**src/rtl/core/usd_pkg.sv**
```systemverilog
// Shared types and constants for the UTF-8 stream decoder.
// Used by the decoder front end, the result queue, the expander and the top level.
package usd_pkg;

  // Code point width and the replacement character
  localparam int unsigned CpW         = 21;
  localparam logic [CpW-1:0] ReplChar = 21'h00FFFD;

  // Byte classification masks and patterns
  localparam logic [7:0] ContMask  = 8'hC0;
  localparam logic [7:0] ContPat   = 8'h80;
  localparam logic [7:0] Lead2Mask = 8'hE0;
  localparam logic [7:0] Lead2Pat  = 8'hC0;
  localparam logic [7:0] Lead3Mask = 8'hF0;
  localparam logic [7:0] Lead3Pat  = 8'hE0;
  localparam logic [7:0] Lead4Mask = 8'hF8;
  localparam logic [7:0] Lead4Pat  = 8'hF0;
  localparam logic [7:0] PayMask   = 8'h3F;

  // Result queue geometry
  localparam int unsigned QDepth = 4;
  localparam int unsigned QPtrW  = $clog2(QDepth);
  localparam int unsigned QCntW  = $clog2(QDepth + 1);

  // Results per byte: 0..4
  localparam int unsigned RunW = 3;

  // One byte's worth of results: count-1 replacement characters, then
  // one final result carrying cp and rep.
  typedef struct packed {
    logic [RunW-1:0] count;
    logic [CpW-1:0]  cp;
    logic            rep;
  } run_desc_t;

  // Queue head as seen by the expander
  typedef struct packed {
    logic      avail;
    run_desc_t desc;
  } q_head_t;

endpackage

```
**src/rtl/core/usd_front.sv**
```systemverilog
// Decoder front end: keeps the open-sequence state and turns each byte
// into a result run descriptor. Depends on usd_pkg.
module usd_front (
  input  logic                clk_i,
  input  logic                rst_ni,
  input  logic                accept_i,
  input  logic [7:0]          in_byte_i,
  input  logic                end_of_string_i,
  output logic                push_o,
  output usd_pkg::run_desc_t  desc_o
);

  logic [usd_pkg::CpW-1:0] partial_q, partial_d;
  logic [1:0]              needed_q, needed_d;
  logic [1:0]              seen_q, seen_d;

  logic                    is_cont;
  logic                    seq_open;
  logic [1:0]              seen_inc;
  logic [usd_pkg::CpW-1:0] merged;
  logic [usd_pkg::RunW-1:0] base;

  assign is_cont  = (in_byte_i & usd_pkg::ContMask) == usd_pkg::ContPat;
  assign seq_open = needed_q != 2'd0;
  assign seen_inc = seen_q + 2'd1;
  assign merged   = {partial_q[usd_pkg::CpW-7:0], in_byte_i[5:0] & usd_pkg::PayMask[5:0]};
  // Replacements owed for an open sequence: lead byte plus continuations taken
  assign base     = seq_open ? {1'b0, seen_inc} : '0;

  // Classify the byte and build the run of results it causes
  always_comb begin
    partial_d    = partial_q;
    needed_d     = needed_q;
    seen_d       = seen_q;
    desc_o.count = '0;
    desc_o.cp    = usd_pkg::ReplChar;
    desc_o.rep   = 1'b1;

    if (seq_open && is_cont) begin
      if (seen_inc == needed_q) begin
        // Sequence complete: emit the gathered code point
        desc_o.count = usd_pkg::RunW'(1);
        desc_o.cp    = merged;
        desc_o.rep   = 1'b0;
        partial_d    = '0;
        needed_d     = 2'd0;
        seen_d       = 2'd0;
      end else if (end_of_string_i) begin
        // String ends mid-sequence: flush lead and all continuations
        desc_o.count = {1'b0, seen_inc} + usd_pkg::RunW'(1);
        partial_d    = '0;
        needed_d     = 2'd0;
        seen_d       = 2'd0;
      end else begin
        partial_d = merged;
        seen_d    = seen_inc;
      end
    end else begin
      // Close any open sequence, then treat the byte as a new lead
      partial_d = '0;
      needed_d  = 2'd0;
      seen_d    = 2'd0;
      if (!in_byte_i[7]) begin
        desc_o.count = base + usd_pkg::RunW'(1);
        desc_o.cp    = {{(usd_pkg::CpW-8){1'b0}}, in_byte_i};
        desc_o.rep   = 1'b0;
      end else if ((in_byte_i & usd_pkg::Lead2Mask) == usd_pkg::Lead2Pat ||
                   (in_byte_i & usd_pkg::Lead3Mask) == usd_pkg::Lead3Pat ||
                   (in_byte_i & usd_pkg::Lead4Mask) == usd_pkg::Lead4Pat) begin
        if (end_of_string_i) begin
          // New lead at end of string: flushed at once
          desc_o.count = base + usd_pkg::RunW'(1);
        end else begin
          desc_o.count = base;
          seen_d       = 2'd0;
          if ((in_byte_i & usd_pkg::Lead2Mask) == usd_pkg::Lead2Pat) begin
            partial_d = {{(usd_pkg::CpW-5){1'b0}}, in_byte_i[4:0]};
            needed_d  = 2'd1;
          end else if ((in_byte_i & usd_pkg::Lead3Mask) == usd_pkg::Lead3Pat) begin
            partial_d = {{(usd_pkg::CpW-4){1'b0}}, in_byte_i[3:0]};
            needed_d  = 2'd2;
          end else begin
            partial_d = {{(usd_pkg::CpW-3){1'b0}}, in_byte_i[2:0]};
            needed_d  = 2'd3;
          end
        end
      end else begin
        // Stray continuation or invalid lead
        desc_o.count = base + usd_pkg::RunW'(1);
      end
    end
  end

  assign push_o = accept_i && (desc_o.count != '0);

  // Advance the sequence state on each accepted byte
  always_ff @(posedge clk_i or negedge rst_ni) begin
    if (!rst_ni) begin
      partial_q <= '0;
      needed_q  <= 2'd0;
      seen_q    <= 2'd0;
    end else if (accept_i) begin
      partial_q <= partial_d;
      needed_q  <= needed_d;
      seen_q    <= seen_d;
    end
  end

endmodule

```
**src/rtl/core/usd_queue.sv**
```systemverilog
// Small FIFO of result run descriptors between front end and expander.
// Depends on usd_pkg.
module usd_queue (
  input  logic               clk_i,
  input  logic               rst_ni,
  input  logic               push_i,
  input  usd_pkg::run_desc_t desc_i,
  input  logic               pop_i,
  output usd_pkg::q_head_t   head_o,
  output logic               full_o
);

  usd_pkg::run_desc_t         mem_q [usd_pkg::QDepth];
  logic [usd_pkg::QPtrW-1:0]  wr_ptr_q, rd_ptr_q;
  logic [usd_pkg::QCntW-1:0]  cnt_q;

  assign full_o       = cnt_q == usd_pkg::QCntW'(usd_pkg::QDepth);
  assign head_o.avail = cnt_q != '0;
  assign head_o.desc  = mem_q[rd_ptr_q];

  // Store descriptors
  always_ff @(posedge clk_i) begin
    if (push_i) begin
      mem_q[wr_ptr_q] <= desc_i;
    end
  end

  // Advance pointers and occupancy
  always_ff @(posedge clk_i or negedge rst_ni) begin
    if (!rst_ni) begin
      wr_ptr_q <= '0;
      rd_ptr_q <= '0;
      cnt_q    <= '0;
    end else begin
      if (push_i) begin
        wr_ptr_q <= wr_ptr_q + usd_pkg::QPtrW'(1);
      end
      if (pop_i) begin
        rd_ptr_q <= rd_ptr_q + usd_pkg::QPtrW'(1);
      end
      if (push_i && !pop_i) begin
        cnt_q <= cnt_q + usd_pkg::QCntW'(1);
      end else if (pop_i && !push_i) begin
        cnt_q <= cnt_q - usd_pkg::QCntW'(1);
      end
    end
  end

endmodule

```
**src/rtl/core/usd_back.sv**
```systemverilog
// Expander: replays each run descriptor as single results into the
// output register. Depends on usd_pkg.
module usd_back (
  input  logic                    clk_i,
  input  logic                    rst_ni,
  input  usd_pkg::q_head_t        head_i,
  output logic                    pop_o,
  output logic                    out_valid_o,
  input  logic                    out_stall_i,
  output logic [usd_pkg::CpW-1:0] code_point_o,
  output logic                    was_replaced_o,
  output logic                    last_of_run_o
);

  logic [1:0] sent_q;
  logic       valid_q;
  logic       slot_free;
  logic       fire;
  logic       is_last;

  assign slot_free = !valid_q || !out_stall_i;
  assign fire      = slot_free && head_i.avail;
  assign is_last   = ({1'b0, sent_q} + usd_pkg::RunW'(1)) == head_i.desc.count;
  assign pop_o     = fire && is_last;
  assign out_valid_o = valid_q;

  // Track results sent from the head descriptor, and output valid
  always_ff @(posedge clk_i or negedge rst_ni) begin
    if (!rst_ni) begin
      sent_q  <= 2'd0;
      valid_q <= 1'b0;
    end else begin
      if (slot_free) begin
        valid_q <= head_i.avail;
      end
      if (fire) begin
        sent_q <= is_last ? 2'd0 : sent_q + 2'd1;
      end
    end
  end

  // Load the output payload; hold it while stalled
  always_ff @(posedge clk_i) begin
    if (fire) begin
      code_point_o   <= is_last ? head_i.desc.cp : usd_pkg::ReplChar;
      was_replaced_o <= is_last ? head_i.desc.rep : 1'b1;
      last_of_run_o  <= is_last;
    end
  end

endmodule

```
**src/rtl/core/utf8_stream_decoder_unit.sv**
```systemverilog
// UTF-8 stream decoder with replacement character, top level.
// Depends on usd_pkg, usd_front, usd_queue and usd_back.
//
// Input channel: in_byte_i with end_of_string_i marking the final byte of a
// string, moved by in_valid_i / in_stall_o. Output channel: code_point_o,
// was_replaced_o and last_of_run_o, moved by out_valid_o / out_stall_i.
// A transaction happens on a rising edge with valid high and stall low.
// Each byte yields zero to four results; last_of_run_o marks the final one.
// A result's descriptor is written into the queue at the accepting edge;
// the expander then loads the result into the output register. The input
// takes one byte per cycle while the queue is not full;
// the output register gives one result per cycle while out_stall_i is low,
// so a byte's results leave it one at a time. The four-entry descriptor
// queue absorbs these bursts; in_stall_o rises only when it is full.
// Reset clears the open sequence, the queue and the output valid.
// A stall on the output holds the result in place; the front end keeps
// taking bytes until the queue fills.
module utf8_stream_decoder_unit (
  input  logic        clk_i,
  input  logic        rst_ni,
  input  logic        in_valid_i,
  output logic        in_stall_o,
  input  logic [7:0]  in_byte_i,
  input  logic        end_of_string_i,
  output logic        out_valid_o,
  input  logic        out_stall_i,
  output logic [20:0] code_point_o,
  output logic        was_replaced_o,
  output logic        last_of_run_o
);

  logic               accept;
  logic               push;
  logic               pop;
  logic               q_full;
  usd_pkg::run_desc_t desc;
  usd_pkg::q_head_t   head;

  assign in_stall_o = q_full;
  assign accept     = in_valid_i && !q_full;

  // Classify bytes and track the open sequence
  usd_front u_front (
    .clk_i           (clk_i),
    .rst_ni          (rst_ni),
    .accept_i        (accept),
    .in_byte_i       (in_byte_i),
    .end_of_string_i (end_of_string_i),
    .push_o          (push),
    .desc_o          (desc)
  );

  // Buffer result runs
  usd_queue u_queue (
    .clk_i  (clk_i),
    .rst_ni (rst_ni),
    .push_i (push),
    .desc_i (desc),
    .pop_i  (pop),
    .head_o (head),
    .full_o (q_full)
  );

  // Expand runs into the output register
  usd_back u_back (
    .clk_i          (clk_i),
    .rst_ni         (rst_ni),
    .head_i         (head),
    .pop_o          (pop),
    .out_valid_o    (out_valid_o),
    .out_stall_i    (out_stall_i),
    .code_point_o   (code_point_o),
    .was_replaced_o (was_replaced_o),
    .last_of_run_o  (last_of_run_o)
  );

  // A decoded (non-replacement) result always closes its run
  assert property (@(posedge clk_i) disable iff (!rst_ni)
    out_valid_o && !was_replaced_o |-> last_of_run_o)
    else $error("decoded result not last of its run");

  // Replacement results carry U+FFFD
  assert property (@(posedge clk_i) disable iff (!rst_ni)
    out_valid_o && was_replaced_o |-> code_point_o == usd_pkg::ReplChar)
    else $error("replacement result with wrong code point");

  // Pop only a present descriptor
  assert property (@(posedge clk_i) disable iff (!rst_ni)
    pop |-> head.avail)
    else $error("pop from empty queue");

  // Never push into a full queue
  assert property (@(posedge clk_i) disable iff (!rst_ni)
    push |-> !q_full)
    else $error("push into full queue");

endmodule

```
**config.mk**
```make
export PLATFORM = sky130hd
export DESIGN_NAME = utf8_stream_decoder_unit
export DESIGN_NICKNAME = d
export VERILOG_FILES = /design/src/rtl/core/usd_pkg.sv /design/src/rtl/core/usd_front.sv /design/src/rtl/core/usd_queue.sv /design/src/rtl/core/usd_back.sv /design/src/rtl/core/utf8_stream_decoder_unit.sv
export SDC_FILE = /design/constraint.sdc
export NUM_CORES = 1
export LEC_CHECK = 0
export ABC_AREA = 0
export ABC_CLOCK_PERIOD_IN_PS = 3000
export BUFFER_PORTS_ARGS = -buffer_cell sky130_fd_sc_hd__buf_2
export CELL_PAD_IN_SITES_DETAIL_PLACEMENT = 1
export CELL_PAD_IN_SITES_GLOBAL_PLACEMENT = 2
export CORE_MARGIN = 1.5
export CORE_UTILIZATION = 40
export DETAILED_ROUTE_END_ITERATION = 12
export GPL_TIMING_DRIVEN = 0
export HOLD_SLACK_MARGIN = 0.05
export MAX_ROUTING_LAYER = met4
export PLACE_DENSITY = 0.73
export RECOVER_POWER = 50
export SYNTH_ARGS = -nofsm -noshare
export SYNTH_HDL_FRONTEND = slang
export SYNTH_SLANG_ARGS = --single-unit
```
**constraint.sdc**
```tcl
create_clock -name clk_i -period 3 [get_ports clk_i]
set_input_delay 0.3 -clock clk_i [delete_from_list [all_inputs] [get_ports clk_i]]
set_output_delay 0.3 -clock clk_i [all_outputs]
set_load 0.005 [all_outputs]
```
* Word level (Yosys, flattened, before mapping) *
Memories as Yosys holds them, arrays and structs flattened.
Cells that the tools add are included.

cells by class
  add/sub/neg operators = 9
  muxes and demuxes = 33
  equal/unequal tests = 8
  reductions and logical operators = 20

operator list
  cell                                               number
  two-way mux 15 bit                                 7
  two-way mux 25 bit                                 1
  two-way mux 2 bit                                  12
  two-way mux 22 bit                                 1
  two-way mux 3 bit                                  7
  two-way mux 17 bit                                 1
  adder 2 x 1 -> 2 bit (second input constant)       4
  logical AND 1 bit                                  7
  adder 2 x 1 -> 3 bit (second input constant)       2
  adder 3 x 1 -> 3 bit (second input constant)       2
  == test 3 bit (second input constant)              2
  nonzero test 3 bit                                 2
  == test 5 bit (second input constant)              1
  zero test 1 bit                                    5
  == test 4 bit (second input constant)              1
  two-way mux 4 bit                                  1
  nonzero test 2 bit                                 2
  == test 3 bit                                      1
  logical OR 1 bit                                   3
  two-way mux 1 bit                                  3
  inequality test 3 bit (second input constant)      1
  subtractor 3 x 1 -> 3 bit (second input constant)  1
  == test 2 bit                                      1
  == test 2 bit (second input constant)              1
  AND reduction 2 bit                                1

word-level totals
  logic and storage cells = 82
  input bits = 13
  memories kept = 1
  memory bits (writable) = 100
  register bits after elaboration = 52
  output and inout bits = 25

memories
  memory         words  bits a word  read ports  clocked after Yosys merged registers in  wr ports  line             source
  u_queue.mem_q  4      25           1           0                                        1         usd_queue.sv:13  usd_pkg::run_desc_t mem_q [usd_pkg::QDepth];

* Longest topological paths before layout *
Gate-level depths: netlist (run 1).

  depth in word-level cells = 13
  gate-level depth with buffers = 16
  mapped depth without buffers = 14

* Hierarchy *
A second synthesis (run 1) with hierarchy kept.

unflattened totals
  cells, all modules = 353
  area total of the unflattened synthesis = 6312.3 um^2

modules (own cells, without submodules)
  module                    area an instance (um^2)  instances  cells each  sequential area each (um^2)
  usd_queue                 4050.1                   1          165         3178.0
  usd_front                 1226.2                   1          123         475.5
  usd_back                  1022.2                   1          64          765.7
  utf8_stream_decoder_unit  13.8                     1          1           0.0

* Worst setup path after synthesis (run 1) *
No wires, ideal clock.

  path type = register to register
  start point = register u_queue.cnt_q[0] (netlist name)
  end point = register u_queue.cnt_q[1] (netlist name)
  arrival = 3.031 ns
  library setup time = 0.125 ns
  required time = 2.875 ns
  path buffers = 0
  period minus slack after synthesis = 3.156 ns
  setup slack = -0.156 ns
  stages on the path, launching flop included = 8
  cells stage by stage = dfrtp_1 > nor3_1 > a21oi_1 > nand2_2 > ha_1 > inv_1 > fa_1 > mux2_2

between the ends
  elaborated cells on any way between the ends = 16
  those cells by class = add/sub (2); eq/ne (1); mux (2); reduce/logical (11)

RTL lines
  what                                                     line             source
  start: declaration                                       usd_queue.sv:15  logic [usd_pkg::QCntW-1:0] cnt_q;
  start signal: assignment                                 usd_queue.sv:42  cnt_q <= cnt_q + usd_pkg::QCntW'(1);
  start signal: assignment                                 usd_queue.sv:44  cnt_q <= cnt_q - usd_pkg::QCntW'(1);
  nonzero test 3 bit (*)                                   usd_queue.sv:18  assign head_o.avail = cnt_q != '0;
  logical AND 1 bit (*)                                    usd_back.sv:22   assign fire = slot_free && head_i.avail;
  named net u_back.fire                                    usd_back.sv:18   logic fire;
  logical AND 1 bit (*)                                    usd_back.sv:24   assign pop_o = fire && is_last;
  zero test 1 bit                                          usd_queue.sv:41  if (push_i && !pop_i) begin
  logical AND 1 bit                                        usd_queue.sv:41
  two-way mux 3 bit or nonzero test 2 bit (tied branches)  --

The timed path passes the listed nets; every way through them passes the cells marked *. The select of a mux whose other input is x is not followed.
A chain may end at the register's enable or synchronous reset.

* Worst setup path in the final report (run 1) *
  start point = register u_front.seen_q[0]
  end point = register u_queue.cnt_q[1] (netlist name)

between the ends
  cells in the longest elaborated chain, start to end = 12
  elaborated cells on any way between the ends = 18
  those cells by class = add/sub (3); eq/ne (1); mux (8); reduce/logical (6)

RTL lines
  what                                 line                                               source
  start: declaration                   usd_front.sv:15                                    logic [1:0] seen_q, seen_d;
  start signal: assignment             usd_front.sv:105                                   seen_q <= seen_d;
  adder 2 x 1 -> 2 bit (*)             usd_front.sv:25                                    assign seen_inc = seen_q + 2'd1;
  two-way mux 2 bit                    usd_front.sv:28                                    assign base = seq_open ? {1'b0, seen_inc} : '0;
  adder 3 x 1 -> 3 bit                 usd_front.sv:64, usd_front.sv:72, usd_front.sv:89
  two-way mux 3 bit                    usd_front.sv:70                                    if (end_of_string_i) begin
  two-way mux 3 bit                    usd_front.sv:67                                    end else if ((in_byte_i & usd_pkg::Lead2Mask) == usd_pkg::Lead2Pat ||
  two-way mux 3 bit                    usd_front.sv:63                                    if (!in_byte_i[7]) begin
  two-way mux 25 bit (*)               usd_front.sv:39                                    if (seq_open && is_cont) begin
  nonzero test 3 bit (*)               usd_front.sv:94                                    assign push_o = accept_i && (desc_o.count != '0);
  logical AND 1 bit (*)                usd_front.sv:94
  named net push                       utf8_stream_decoder_unit.sv:33                     logic push;
  zero test 1 bit                      usd_queue.sv:43                                    end else if (pop_i && !push_i) begin
  logical AND 1 bit                    usd_queue.sv:43
  nonzero test 2 bit (no source line)  --

The timed path passes the listed nets; every way through them passes the cells marked *.

==> out/metrics.yaml, run 1 <==
grt_max_degree: 30
post_synth_edffs: 123
synth.net_count: 410
report.final.setup_viol: 0
post_drt_via_cell_ratio: 5.07
synth.area.top_cells: "sky130_fd_sc_hd__edfxtp_1 (59%), sky130_fd_sc_hd__dfrtp_1 (12%), sky130_fd_sc_hd__mux4_2 (8.9%), sky130_fd_sc_hd__nand2_1 (2.7%), sky130_fd_sc_hd__nand2b_1 (2.3%)"
synth-seq-area-share_pct: 70.2
syn-cell-area_mm2: 0.00629
tritoncts: "built"
area_taken_by_multi_input_logic_gates_mm2: 0.00185
route.detailed.drc: 0
tightestPinTransition_ns: 1.81
post_route_cells_drive_above_1_share_pct: 23.7
layout_commonest_cell: "sky130_fd_sc_hd__edfxtp_1"
grt_use_total_pct: 18.1
crit_path_end_kind: "flip-flop"
cp_num_buf_inv: 4
timing.critical_path.cells: "buf_6 > inv_4 > ha_4 > buf_6 > nor2_4 > ha_4 > or2_4 > o221a_4 > a211oi_4 > o22ai_4 > ha_4 > inv_2 > fa_1 > mux2_2"
yosys_warnings: 0
critical_path_class: "flip-flop to flip-flop"
numClockSinks: 152
grt_pass1_wl_um: 21100
drt_iter0_drc: 208
synthDistinctLibCells: 50
cpPeakStageDelay_ns: 0.39
status: "finished with violations"
cts_htree_levels: 4
min_path_cells: 3
timing.hold.worst.class: "input pin to flip-flop"
placement.io_buffers: 37
place.detailed.hpwl_um: 8190
async_flop_share_pct: 19.1
synth.top_cell.area_share_pct: 58.7
io-pin-count: 38
floorplan.rows: 45
diode_insertion_count_for_antenna_repair: 0
power.share.sequential_pct: 41.4
clock-skew-final_ns: 0.00696
design.die.area_mm2: 0.0165
grt_remaining_overflow: 0
swShare_pct: 27.8
drv_cap: 1
switching_power_mw: 2.04
cts-buffers-inserted: 17
period_minus_slack_ns: 2.88
initial_utilization_pct: 41.2
first_global_vias: 3776
core_mm2: 0.0153
clock_tree.buffer_depth: 2
critical-path-top-cell-by-count: "sky130_fd_sc_hd__ha_4"
irDropWorstVdd_v: 0.000461
firstDrtPassIters: 6
cellPowerDensity_mw_per_mm2: 975
timing.critical_path.fanout_max: 5
mostFrequentLayoutCells: "sky130_fd_sc_hd__edfxtp_1 (123), sky130_fd_sc_hd__nand2_1 (47), sky130_fd_sc_hd__dfrtp_1 (29), sky130_fd_sc_hd__clkbuf_1 (28)"
clockRootBuffer: "sky130_fd_sc_hd__clkbuf_16"
avgSynthCellArea_um2: 16.2
critPathLaunchType: "flip-flop"
worst-r2r-cell-count: 14
timing_hold_violations_final: 0
design.final.nets: 474
finalWirelength_um: 13100
critical-path-top-delay-family: "adder cells"
finalCritPeriodShare_pct: 95.9
rsz0062_at_grt: "no"
place_congestion: 0.803
ant_nets: 0
instance_count_of_the_mapped_netlist: 388
achievable-frequency_mhz: 347
total_power_mw: 7.34
critPathArrivalTime_ns: 3.19
maxSlewViolCount: 30
timing.critical_path.depth: 14
sequential_standard_cell_area_mm2: 0.00442
worstPathRequired_ns: 3.31
initial_antenna_violation_count: 0
layoutNonFillerInstCount: 675
ys_ff_latch: 152
die_x_um: 128
worst_slew_margin_rel_pct: -20.4
placed_cells: 637
yosys.area.top_type: "sky130_fd_sc_hd__edfxtp_1"
wl_per_cell_um: 19.4
clkPwrFrac_pct: 32.1
synth_top_flop_cell: "sky130_fd_sc_hd__edfxtp_1"
worst_setup_hold_path_clk_slew_ns: 0.06
fp.dieH_um: 128
power.static_leakage_nw: 2.68
layout_area_overhead_pct: 19.6
clkLatencyLatePin_ns: 0.42
number_of_fill_cells_in_the_layout: 1468
p_comb_share_pct: 26.5
intPower_mw: 5.30
violations: "capacitance limit, slew limit"
dr_total_vias: 3422
crit_slowest_cell: "sky130_fd_sc_hd__fa_1"
sequential cells by signal (all words and copies together), names as in the netlist:
register / cells
u_back.sent_q: 2
u_back.code_point_o: 21
u_queue.cnt_q: 3
u_front.seen_q: 2
u_back.was_replaced_o: 1
u_queue.mem_q: 100
u_queue.rd_ptr_q: 2
u_back.last_of_run_o: 1
u_queue.wr_ptr_q: 2
u_front.partial_q: 15
u_back.out_valid_o: 1
u_front.needed_q: 2
logic make-up (layout without fill, tap and decap cells):
logic type               after synthesis  after routing  share of synthesized area (%)
adder cells (fa/ha/maj)                9              9                           1.91
AO/OA/AOI/OAI                         33             33                           4.08
flip-flops                           152            152                           70.2
buffers and inverters                 26            102                           2.03
XOR/XNOR                              11             11                           1.53
AND/OR/NAND/NOR                      129            129                           10.7
multiplexers                          28             28                           9.52
metrics by stage:
stage | setup slack [ns] | util (%) | hold slack (ns) | TNS [ns] | cell area (µm²)
final | 0.122 | 49.3 | 0.123 | 0 | 7530
after global placement | -0.602 | 44.3 | 0.404 | -60.21 | 6760
after detailed placement | -0.243 | 44.6 | 0.417 | -17.27 | 6800
after global routing | 0.0195 | 49.3 | 0.138 | 0 | 7530
after CTS | 0.00800 | 49.4 | 0.113 | 0 | 7540
after floorplan | 0.00763 | - | 0.00441 | 0 | 6310
path summary, 6_finish.rpt:
kind                            slack (ns)               endpoint                  start
worst min register to register        0.47  u_front.partial_q[11]  u_front.partial_q[11]
max in group asynchronous             1.05      u_front.seen_q[0]                 rst_ni
worst min-delay path                  0.12     u_back.out_valid_o            out_stall_i
worst max-delay path                  0.12       u_queue.cnt_q[1]      u_front.seen_q[0]
worst max register to register        0.12       u_queue.cnt_q[1]      u_front.seen_q[0]
min in group asynchronous             0.91       u_back.sent_q[0]                 rst_ni
area by class of cell:
| class | instances | area share [%] |
|---|---|---|
| tap | 211 | 3.51 |
| multi-input combinational | 210 | 24.6 |
| clock buffer | 21 | 5.85 |
| buffer | 16 | 1.16 |
| timing repair buffer | 45 | 2.96 |
| sequential | 152 | 58.7 |
| clock inverter | 10 | 2.66 |
| inverter | 10 | 0.565 |
tightest hold or removal path, stage by stage:
cell and delay, ns:
sky130_fd_sc_hd__buf_2 0.11, sky130_fd_sc_hd__nand2_1 0.05, sky130_fd_sc_hd__nand2_1 0.05
power groups by stage:
stage / logic (mW) / registers, mW / clock network, mW
floorplan: 1.37 / 3.06 / 0
global route: 2.17 / 3.09 / 2.47
finish: 1.94 / 3.04 / 2.36
CTS: 2.07 / 3.04 / 2.39
detailed placement: 2.01 / 3.08 / 0
global placement: 1.92 / 3.06 / 0
timing repair:
action                                  4_1_cts  5_1_grt
setup buffers                                 6        0
hold buffers                                  1        0
gates resized for setup                      10       14
pin swaps                                     5        2
hold endpoints to repair                     29        0
endpoints found under the setup margin      102      113
synth_stat cells, types with 3 or more instances:
cell and number:
sky130_fd_sc_hd__xor2_1 5, sky130_fd_sc_hd__ha_1 8, sky130_fd_sc_hd__o41ai_1 3, sky130_fd_sc_hd__a22o_1 5, sky130_fd_sc_hd__and2_1 17, sky130_fd_sc_hd__edfxtp_1 123
sky130_fd_sc_hd__nand2b_1 23, sky130_fd_sc_hd__nand2_1 46, sky130_fd_sc_hd__nand3_1 12, sky130_fd_sc_hd__inv_1 9, sky130_fd_sc_hd__xnor2_1 6, sky130_fd_sc_hd__o21ai_0 8
sky130_fd_sc_hd__nor2_1 12, sky130_fd_sc_hd__dfrtp_1 29, sky130_fd_sc_hd__buf_2 7, sky130_fd_sc_hd__nor2b_1 3, sky130_fd_sc_hd__mux4_2 25, sky130_fd_sc_hd__clkbuf_1 5
sky130_fd_sc_hd__a21oi_1 4
per-layer routing:
metal,vias to the layer above,track usage (%),part of all wire (%)
met2,55,27.8,49
li1,1583,-,-
met4,0,8.06,1.9
met1,1769,23.5,46
met5,-,-,0
met3,15,3.78,2.9
Power figures use the tool's default switching activity.
==> inputs of run 2 (changes only) <==
Settings changed: CORE_MARGIN 1.5 to 1, CORE_UTILIZATION 40 to 30, PLACE_DENSITY 0.73 to 0.58.
==> out/metrics.yaml, run 2 (same netlist as run 1, synthesis figures left out) <==
status: "finished with violations"
violations: "capacitance limit, slew limit"
design.final.nets: 479
switching_power_mw: 2.08
power.static_leakage_nw: 2.69
ant_nets: 0
layout_commonest_cell: "sky130_fd_sc_hd__edfxtp_1"
worst_setup_hold_path_clk_slew_ns: 0.06
io-pin-count: 38
cellPowerDensity_mw_per_mm2: 944
dr_total_vias: 3427
floorplan.rows: 52
worst-r2r-cell-count: 14
grt_max_degree: 30
cts_htree_levels: 4
initial_antenna_violation_count: 0
max_flop_register: "u_queue.mem_q"
placement.io_buffers: 37
first_global_vias: 3721
post_route_cells_drive_above_1_share_pct: 26.2
grt_use_total_pct: 14.0
tritoncts: "built"
clockRootBuffer: "sky130_fd_sc_hd__clkbuf_16"
rrSetupSlack_ns: 0.10
utilization_pct: 37.2
diode_insertion_count_for_antenna_repair: 0
clkPwrFrac_pct: 29.7
finalCritPeriodShare_pct: 96.5
clock-skew-final_ns: 0.0110
firstDrtPassIters: 4
die_x_um: 147
design.die.area_mm2: 0.0216
wl_per_cell_um: 18.4
crit_path_end_kind: "flip-flop"
core_mm2: 0.0204
maxSlewViolCount: 30
timing.critical_path.fanout_max: 5
finalWirelength_um: 13600
critical_path_class: "flip-flop to flip-flop"
grt_remaining_overflow: 0
min_path_cells: 3
mostFrequentLayoutCells: "sky130_fd_sc_hd__edfxtp_1 (123), sky130_fd_sc_hd__nand2_1 (47), sky130_fd_sc_hd__buf_2 (29), sky130_fd_sc_hd__dfrtp_1 (29), sky130_fd_sc_hd__mux4_2 (25)"
clock_tree.buffer_depth: 2
worstPathRequired_ns: 3.31
power.share.sequential_pct: 42.3
critPathLaunchType: "flip-flop"
hold_ws_ns: 0.121
layout_area_overhead_pct: 20.8
place_congestion: 0.783
largest_reg_flops: 100
swShare_pct: 29.0
report.final.setup_viol: 0
achievable-frequency_mhz: 345
tightestPinTransition_ns: 2.00
total_power_mw: 7.17
numClockSinks: 152
timing_hold_violations_final: 0
fp.dieH_um: 147
largestRegisters: "u_queue.mem_q (100), u_back.code_point_o (21), u_front.partial_q (15)"
clkLatencyLatePin_ns: 0.42
placed_cells: 696
drt_iter0_drc: 131
worst_slew_margin_rel_pct: -33.2
grt_pass1_wl_um: 21400
critPathArrivalTime_ns: 3.20
cts-buffers-inserted: 17
place.detailed.hpwl_um: 8820
layoutNonFillerInstCount: 740
post_drt_via_cell_ratio: 4.63
timing.hold.worst.class: "input pin to flip-flop"
intPower_mw: 5.09
route.detailed.drc: 0
period_minus_slack_ns: 2.90
p_comb_share_pct: 28.0
drv_cap: 1
initial_utilization_pct: 30.8
irDropWorstVdd_v: 0.000421
run 2: changes by cell type in the layout (fill, tap and decap cells not counted), moves of 2 or more:
cell / before / now
sky130_fd_sc_hd__clkbuf_1: 28 / 23
sky130_fd_sc_hd__buf_2: 25 / 29
sky130_fd_sc_hd__buf_4: 5 / 9
sky130_fd_sc_hd__bufinv_16: 6 / 3
sky130_fd_sc_hd__clkinv_4: 0 / 2
sky130_fd_sc_hd__clkinvlp_4: 1 / 3
run 2: cell type report:
cell class	count	area (µm²)
Clock inverter	12	151
Fill cell	2124	12800
Timing Repair Buffer	50	263
Sequential cell	152	4420
Clock buffer	20	437
Tap cell	270	338
Inverter	10	42.5
Multi-Input combinational cell	210	1860
Buffer	16	90.1
run 2: metal layers:
layer	vias to the layer above	track usage, %	routed length (µm)
met2	50	22.7	6870
met4	0	4.95	178
met3	12	3.23	318
li1	1595	-	-
met5	-	-	0
met1	1770	17.2	6230
run 2: path summary, 6_finish.rpt:
path | endpoint | startpoint
setup / recovery | u_queue.cnt_q[1] | u_front.seen_q[0]
hold / removal | u_back.out_valid_o | out_stall_i
setup reg to reg | u_queue.cnt_q[1] | u_front.seen_q[0]
hold reg to reg | u_front.partial_q[11] | u_front.partial_q[11]
max in group asynchronous | u_front.partial_q[10] | rst_ni
min in group asynchronous | u_back.out_valid_o | rst_ni
run 2: power by group through the flow:
stage | registers, mW | logic (mW) | clock network, mW
after CTS | 3.03 | 2.16 | 2.19
final | 3.03 | 2.01 | 2.13
after floorplan | 3.06 | 1.37 | 0
after global placement | 3.06 | 1.97 | 0
after global routing | 3.08 | 2.24 | 2.27
after detailed placement | 3.08 | 2.06 | 0
run 2: worst max-delay path, cell delays in order, from the launching register on:
cell and delay, ns:
sky130_fd_sc_hd__dfrtp_1 0.37, sky130_fd_sc_hd__buf_6 0.12, sky130_fd_sc_hd__inv_4 0.06, sky130_fd_sc_hd__ha_4 0.20
sky130_fd_sc_hd__buf_6 0.13, sky130_fd_sc_hd__nor2_4 0.12, sky130_fd_sc_hd__ha_4 0.20, sky130_fd_sc_hd__or2_4 0.23
sky130_fd_sc_hd__o221a_4 0.12, sky130_fd_sc_hd__a211oi_4 0.20, sky130_fd_sc_hd__o22ai_4 0.11, sky130_fd_sc_hd__ha_4 0.18
sky130_fd_sc_hd__inv_2 0.05, sky130_fd_sc_hd__fa_2 0.43, sky130_fd_sc_hd__mux2_4 0.27
run 2: per-stage QoR:
step                instance area [µm²]  setup slack [ns]  setup TNS [ns]
finish                             7600             0.105               0
global route                       7600           -0.0120         -0.0152
CTS                                7590           0.00411               0
detailed placement                 6870            -0.257          -18.49
global placement                   6830            -0.645          -64.25
floorplan                          6310           0.00763               0
run 2: what timing repair did:
| action | CTS | global route |
|---|---|---|
| endpoints found under the setup margin | 102 | 14 |
| endpoints found under the hold margin | 29 | 0 |
| gates resized for setup | 15 | 12 |
| hold buffers | 1 | 0 |
| pin swaps | 6 | 7 |
| buffers inserted | 8 | 3 |
==> inputs of run 3 (changes only) <==
Settings changed: CORE_UTILIZATION 30 to 41, MAX_ROUTING_LAYER met4 to default, PLACE_DENSITY 0.58 to 0.74, SYNTH_HIERARCHICAL from default to 1.
==> out/metrics.yaml, run 3 <==
design.final.nets: 445
largest_reg_flops: 100
placement.io_buffers: 37
synth.area.top_cells: "sky130_fd_sc_hd__edfxtp_1 (59%), sky130_fd_sc_hd__dfrtp_1 (11%), sky130_fd_sc_hd__mux4_2 (6.4%), sky130_fd_sc_hd__mux4_1 (2.9%), sky130_fd_sc_hd__a22o_1 (1.9%)"
instance_count_of_the_mapped_netlist: 353
synth.top_cell.area_share_pct: 58.5
diode_insertion_count_for_antenna_repair: 0
period_minus_slack_ns: 2.93
route.detailed.drc: 0
post_drt_via_cell_ratio: 5.30
grt_pass1_wl_um: 20000
timing.critical_path.fanout_max: 6
critical_path_class: "flip-flop to flip-flop"
critical-path-top-cell-by-count: "sky130_fd_sc_hd__buf_6"
irDropWorstVdd_v: 0.000449
groute.layer.met2.usage_pct: 28.7
crit_slowest_cell: "sky130_fd_sc_hd__o41a_1"
yosys.area.top_type: "sky130_fd_sc_hd__edfxtp_1"
worst_setup_hold_path_clk_slew_ns: 0.06
finalWirelength_um: 12500
cts_htree_levels: 4
clockRootBuffer: "sky130_fd_sc_hd__clkbuf_16"
clock_tree.buffer_depth: 2
initial_antenna_violation_count: 0
wl_per_cell_um: 20.2
async_flop_share_pct: 19.1
critPathLaunchType: "flip-flop"
critPathArrivalTime_ns: 3.24
synthTopCellsByCount: "sky130_fd_sc_hd__edfxtp_1 (123), sky130_fd_sc_hd__dfrtp_1 (29), sky130_fd_sc_hd__and2_1 (18), sky130_fd_sc_hd__mux4_2 (18), sky130_fd_sc_hd__a22o_1 (14)"
place_congestion: 0.750
clock-skew-final_ns: 0.00650
drv_cap: 1
timing.critical_path.cells: "buf_6 > inv_4 > ha_4 > o21bai_1 > a32o_2 > buf_6 > o211a_1 > o41a_1 > ha_2 > inv_2 > fa_1 > mux2_4"
synth.net_count: 375
cts-buffers-inserted: 17
maxSlewViolCount: 30
fp.dieH_um: 126
die_x_um: 126
report.final.setup_viol: 0
initial_utilization_pct: 42.8
syn-cell-area_mm2: 0.00631
timing.hold.worst.class: "input pin to flip-flop"
achievable-frequency_mhz: 342
firstDrtPassIters: 4
grt_max_degree: 30
timing_hold_violations_final: 0
grt_remaining_overflow: 0
synthDistinctLibCells: 57
numClockSinks: 152
largestRegisters: "u_queue/mem_q (100), u_back/code_point_o (21), u_front/partial_q (15)"
synthMostInstantiatedCell: "sky130_fd_sc_hd__edfxtp_1"
grt_use_total_pct: 17.3
worstPathRequired_ns: 3.31
fin_setup_tns_ns: 0
synth-seq-area-share_pct: 70.0
met3_usage_pct: 3.48
power.static_leakage_nw: 2.76
cpPeakStageDelay_ns: 0.43
finalCritPeriodShare_pct: 97.6
violations: "capacitance limit, slew limit"
clkLatencyLatePin_ns: 0.43
yosys_warnings: 6
post_route_cells_drive_above_1_share_pct: 30.0
post_synth_edffs: 123
core_mm2: 0.0148
ant_nets: 0
drt_iter0_drc: 215
grt-busiest-layer: "met2"
rsz0062_at_grt: "yes"
design.die.area_mm2: 0.0159
floorplan.rows: 44
hold_ws_ns: 0.0922
layout_area_overhead_pct: 18.6
mostFrequentLayoutCells: "sky130_fd_sc_hd__edfxtp_1 (123), sky130_fd_sc_hd__buf_2 (31), sky130_fd_sc_hd__dfrtp_1 (29), sky130_fd_sc_hd__mux4_2 (21), sky130_fd_sc_hd__clkbuf_16 (19)"
first_global_vias: 3536
cellPowerDensity_mw_per_mm2: 946
place.detailed.hpwl_um: 7780
tightestPinTransition_ns: 1.72
worst_slack_ns: 0.0730
crit_path_end_kind: "flip-flop"
io-pin-count: 38
dr_total_vias: 3289
status: "finished with violations"
layout_commonest_cell: "sky130_fd_sc_hd__edfxtp_1"
critical-path-top-delay-family: "compound AO/OA/AOI/OAI gates"
tritoncts: "built"
worst_slew_margin_rel_pct: -14.5
groute.layer.met1.usage_pct: 22.0
max_flop_register: "u_queue/mem_q"
ys_ff_latch: 152
cp_num_buf_inv: 4
synth_top_flop_cell: "sky130_fd_sc_hd__edfxtp_1"
avgSynthCellArea_um2: 17.9
pre_cts_ws_ns: -0.624
## run 3: power breakdown
group	switching [mW]	internal, mW	total, mW	leakage (nW)
clock network	0.851	1.16	2.01	0.265
logic	1.10	0.982	2.08	1.02
registers	0.143	2.85	2.99	1.48
total	2.10	4.99	7.09	2.76
## run 3: layer usage
| metal | routed length (µm) | vias up |
|---|---|---|
| met2 | 6410 | 50 |
| met1 | 5550 | 1708 |
| met5 | 0 | - |
| met4 | 271 | 0 |
| met3 | 269 | 17 |
| li1 | - | 1514 |
## run 3: layout make-up
cell class              instances  area [µm²]
fillers                      1432        7270
flip-flops and latches        152        4420
multi-input cells             175        1800
clock buffers                  20         479
repair buffers                 51         294
well taps                     184         230
plain buffers                  14         126
clock inverters                12        91.3
inverters                      12        47.5
## run 3: cells by family (layout without fill, tap and decap cells)
group,count (synthesis),in the layout,share of synthesized area [%]
buffers and inverters,26,109,2.54
AO/OA/AOI/OAI,48,48,6.56
multiplexers,30,30,10.2
flip-flops,152,152,70.0
AND/OR/NAND/NOR,77,77,7.26
adder cells (fa/ha/maj),9,9,1.90
XOR/XNOR,11,11,1.53
## run 3: final timing paths
kind,cells after the start,startpoint,end,slack (ns)
worst min register to register,1,u_queue/cnt_q[2],u_queue/cnt_q[2],0.49
worst min-delay path,2,out_stall_i,u_back/out_valid_o,0.09
worst max-delay path,12,u_front/seen_q[0],u_queue/cnt_q[1],0.07
max in group asynchronous,2,rst_ni,u_queue/rd_ptr_q[0],1.14
min in group asynchronous,2,rst_ni,u_queue/cnt_q[2],0.87
worst max register to register,12,u_front/seen_q[0],u_queue/cnt_q[1],0.07
## run 3: per-stage QoR
| stage | std cells | area, µm² | power, mW | util [%] |
|---|---|---|---|---|
| floorplan | 353 | 6340 | 4.34 | - |
| global placement | 574 | 6760 | 4.89 | 45.8 |
| detailed placement | 575 | 6790 | 4.98 | 46.0 |
| CTS | 615 | 7450 | 7.16 | 50.5 |
| global route | 620 | 7490 | 7.46 | 50.8 |
| finish | 620 | 7490 | 7.09 | 50.8 |
## run 3: timing repair
item | 4_1_cts | 5_1_grt
endpoints found under the setup margin | 103 | 77
buffers inserted | 7 | 5
gates resized for setup | 9 | 8
pin swaps | 6 | 6
hold buffers | 1 | 0
hold endpoints to repair | 29 | 0
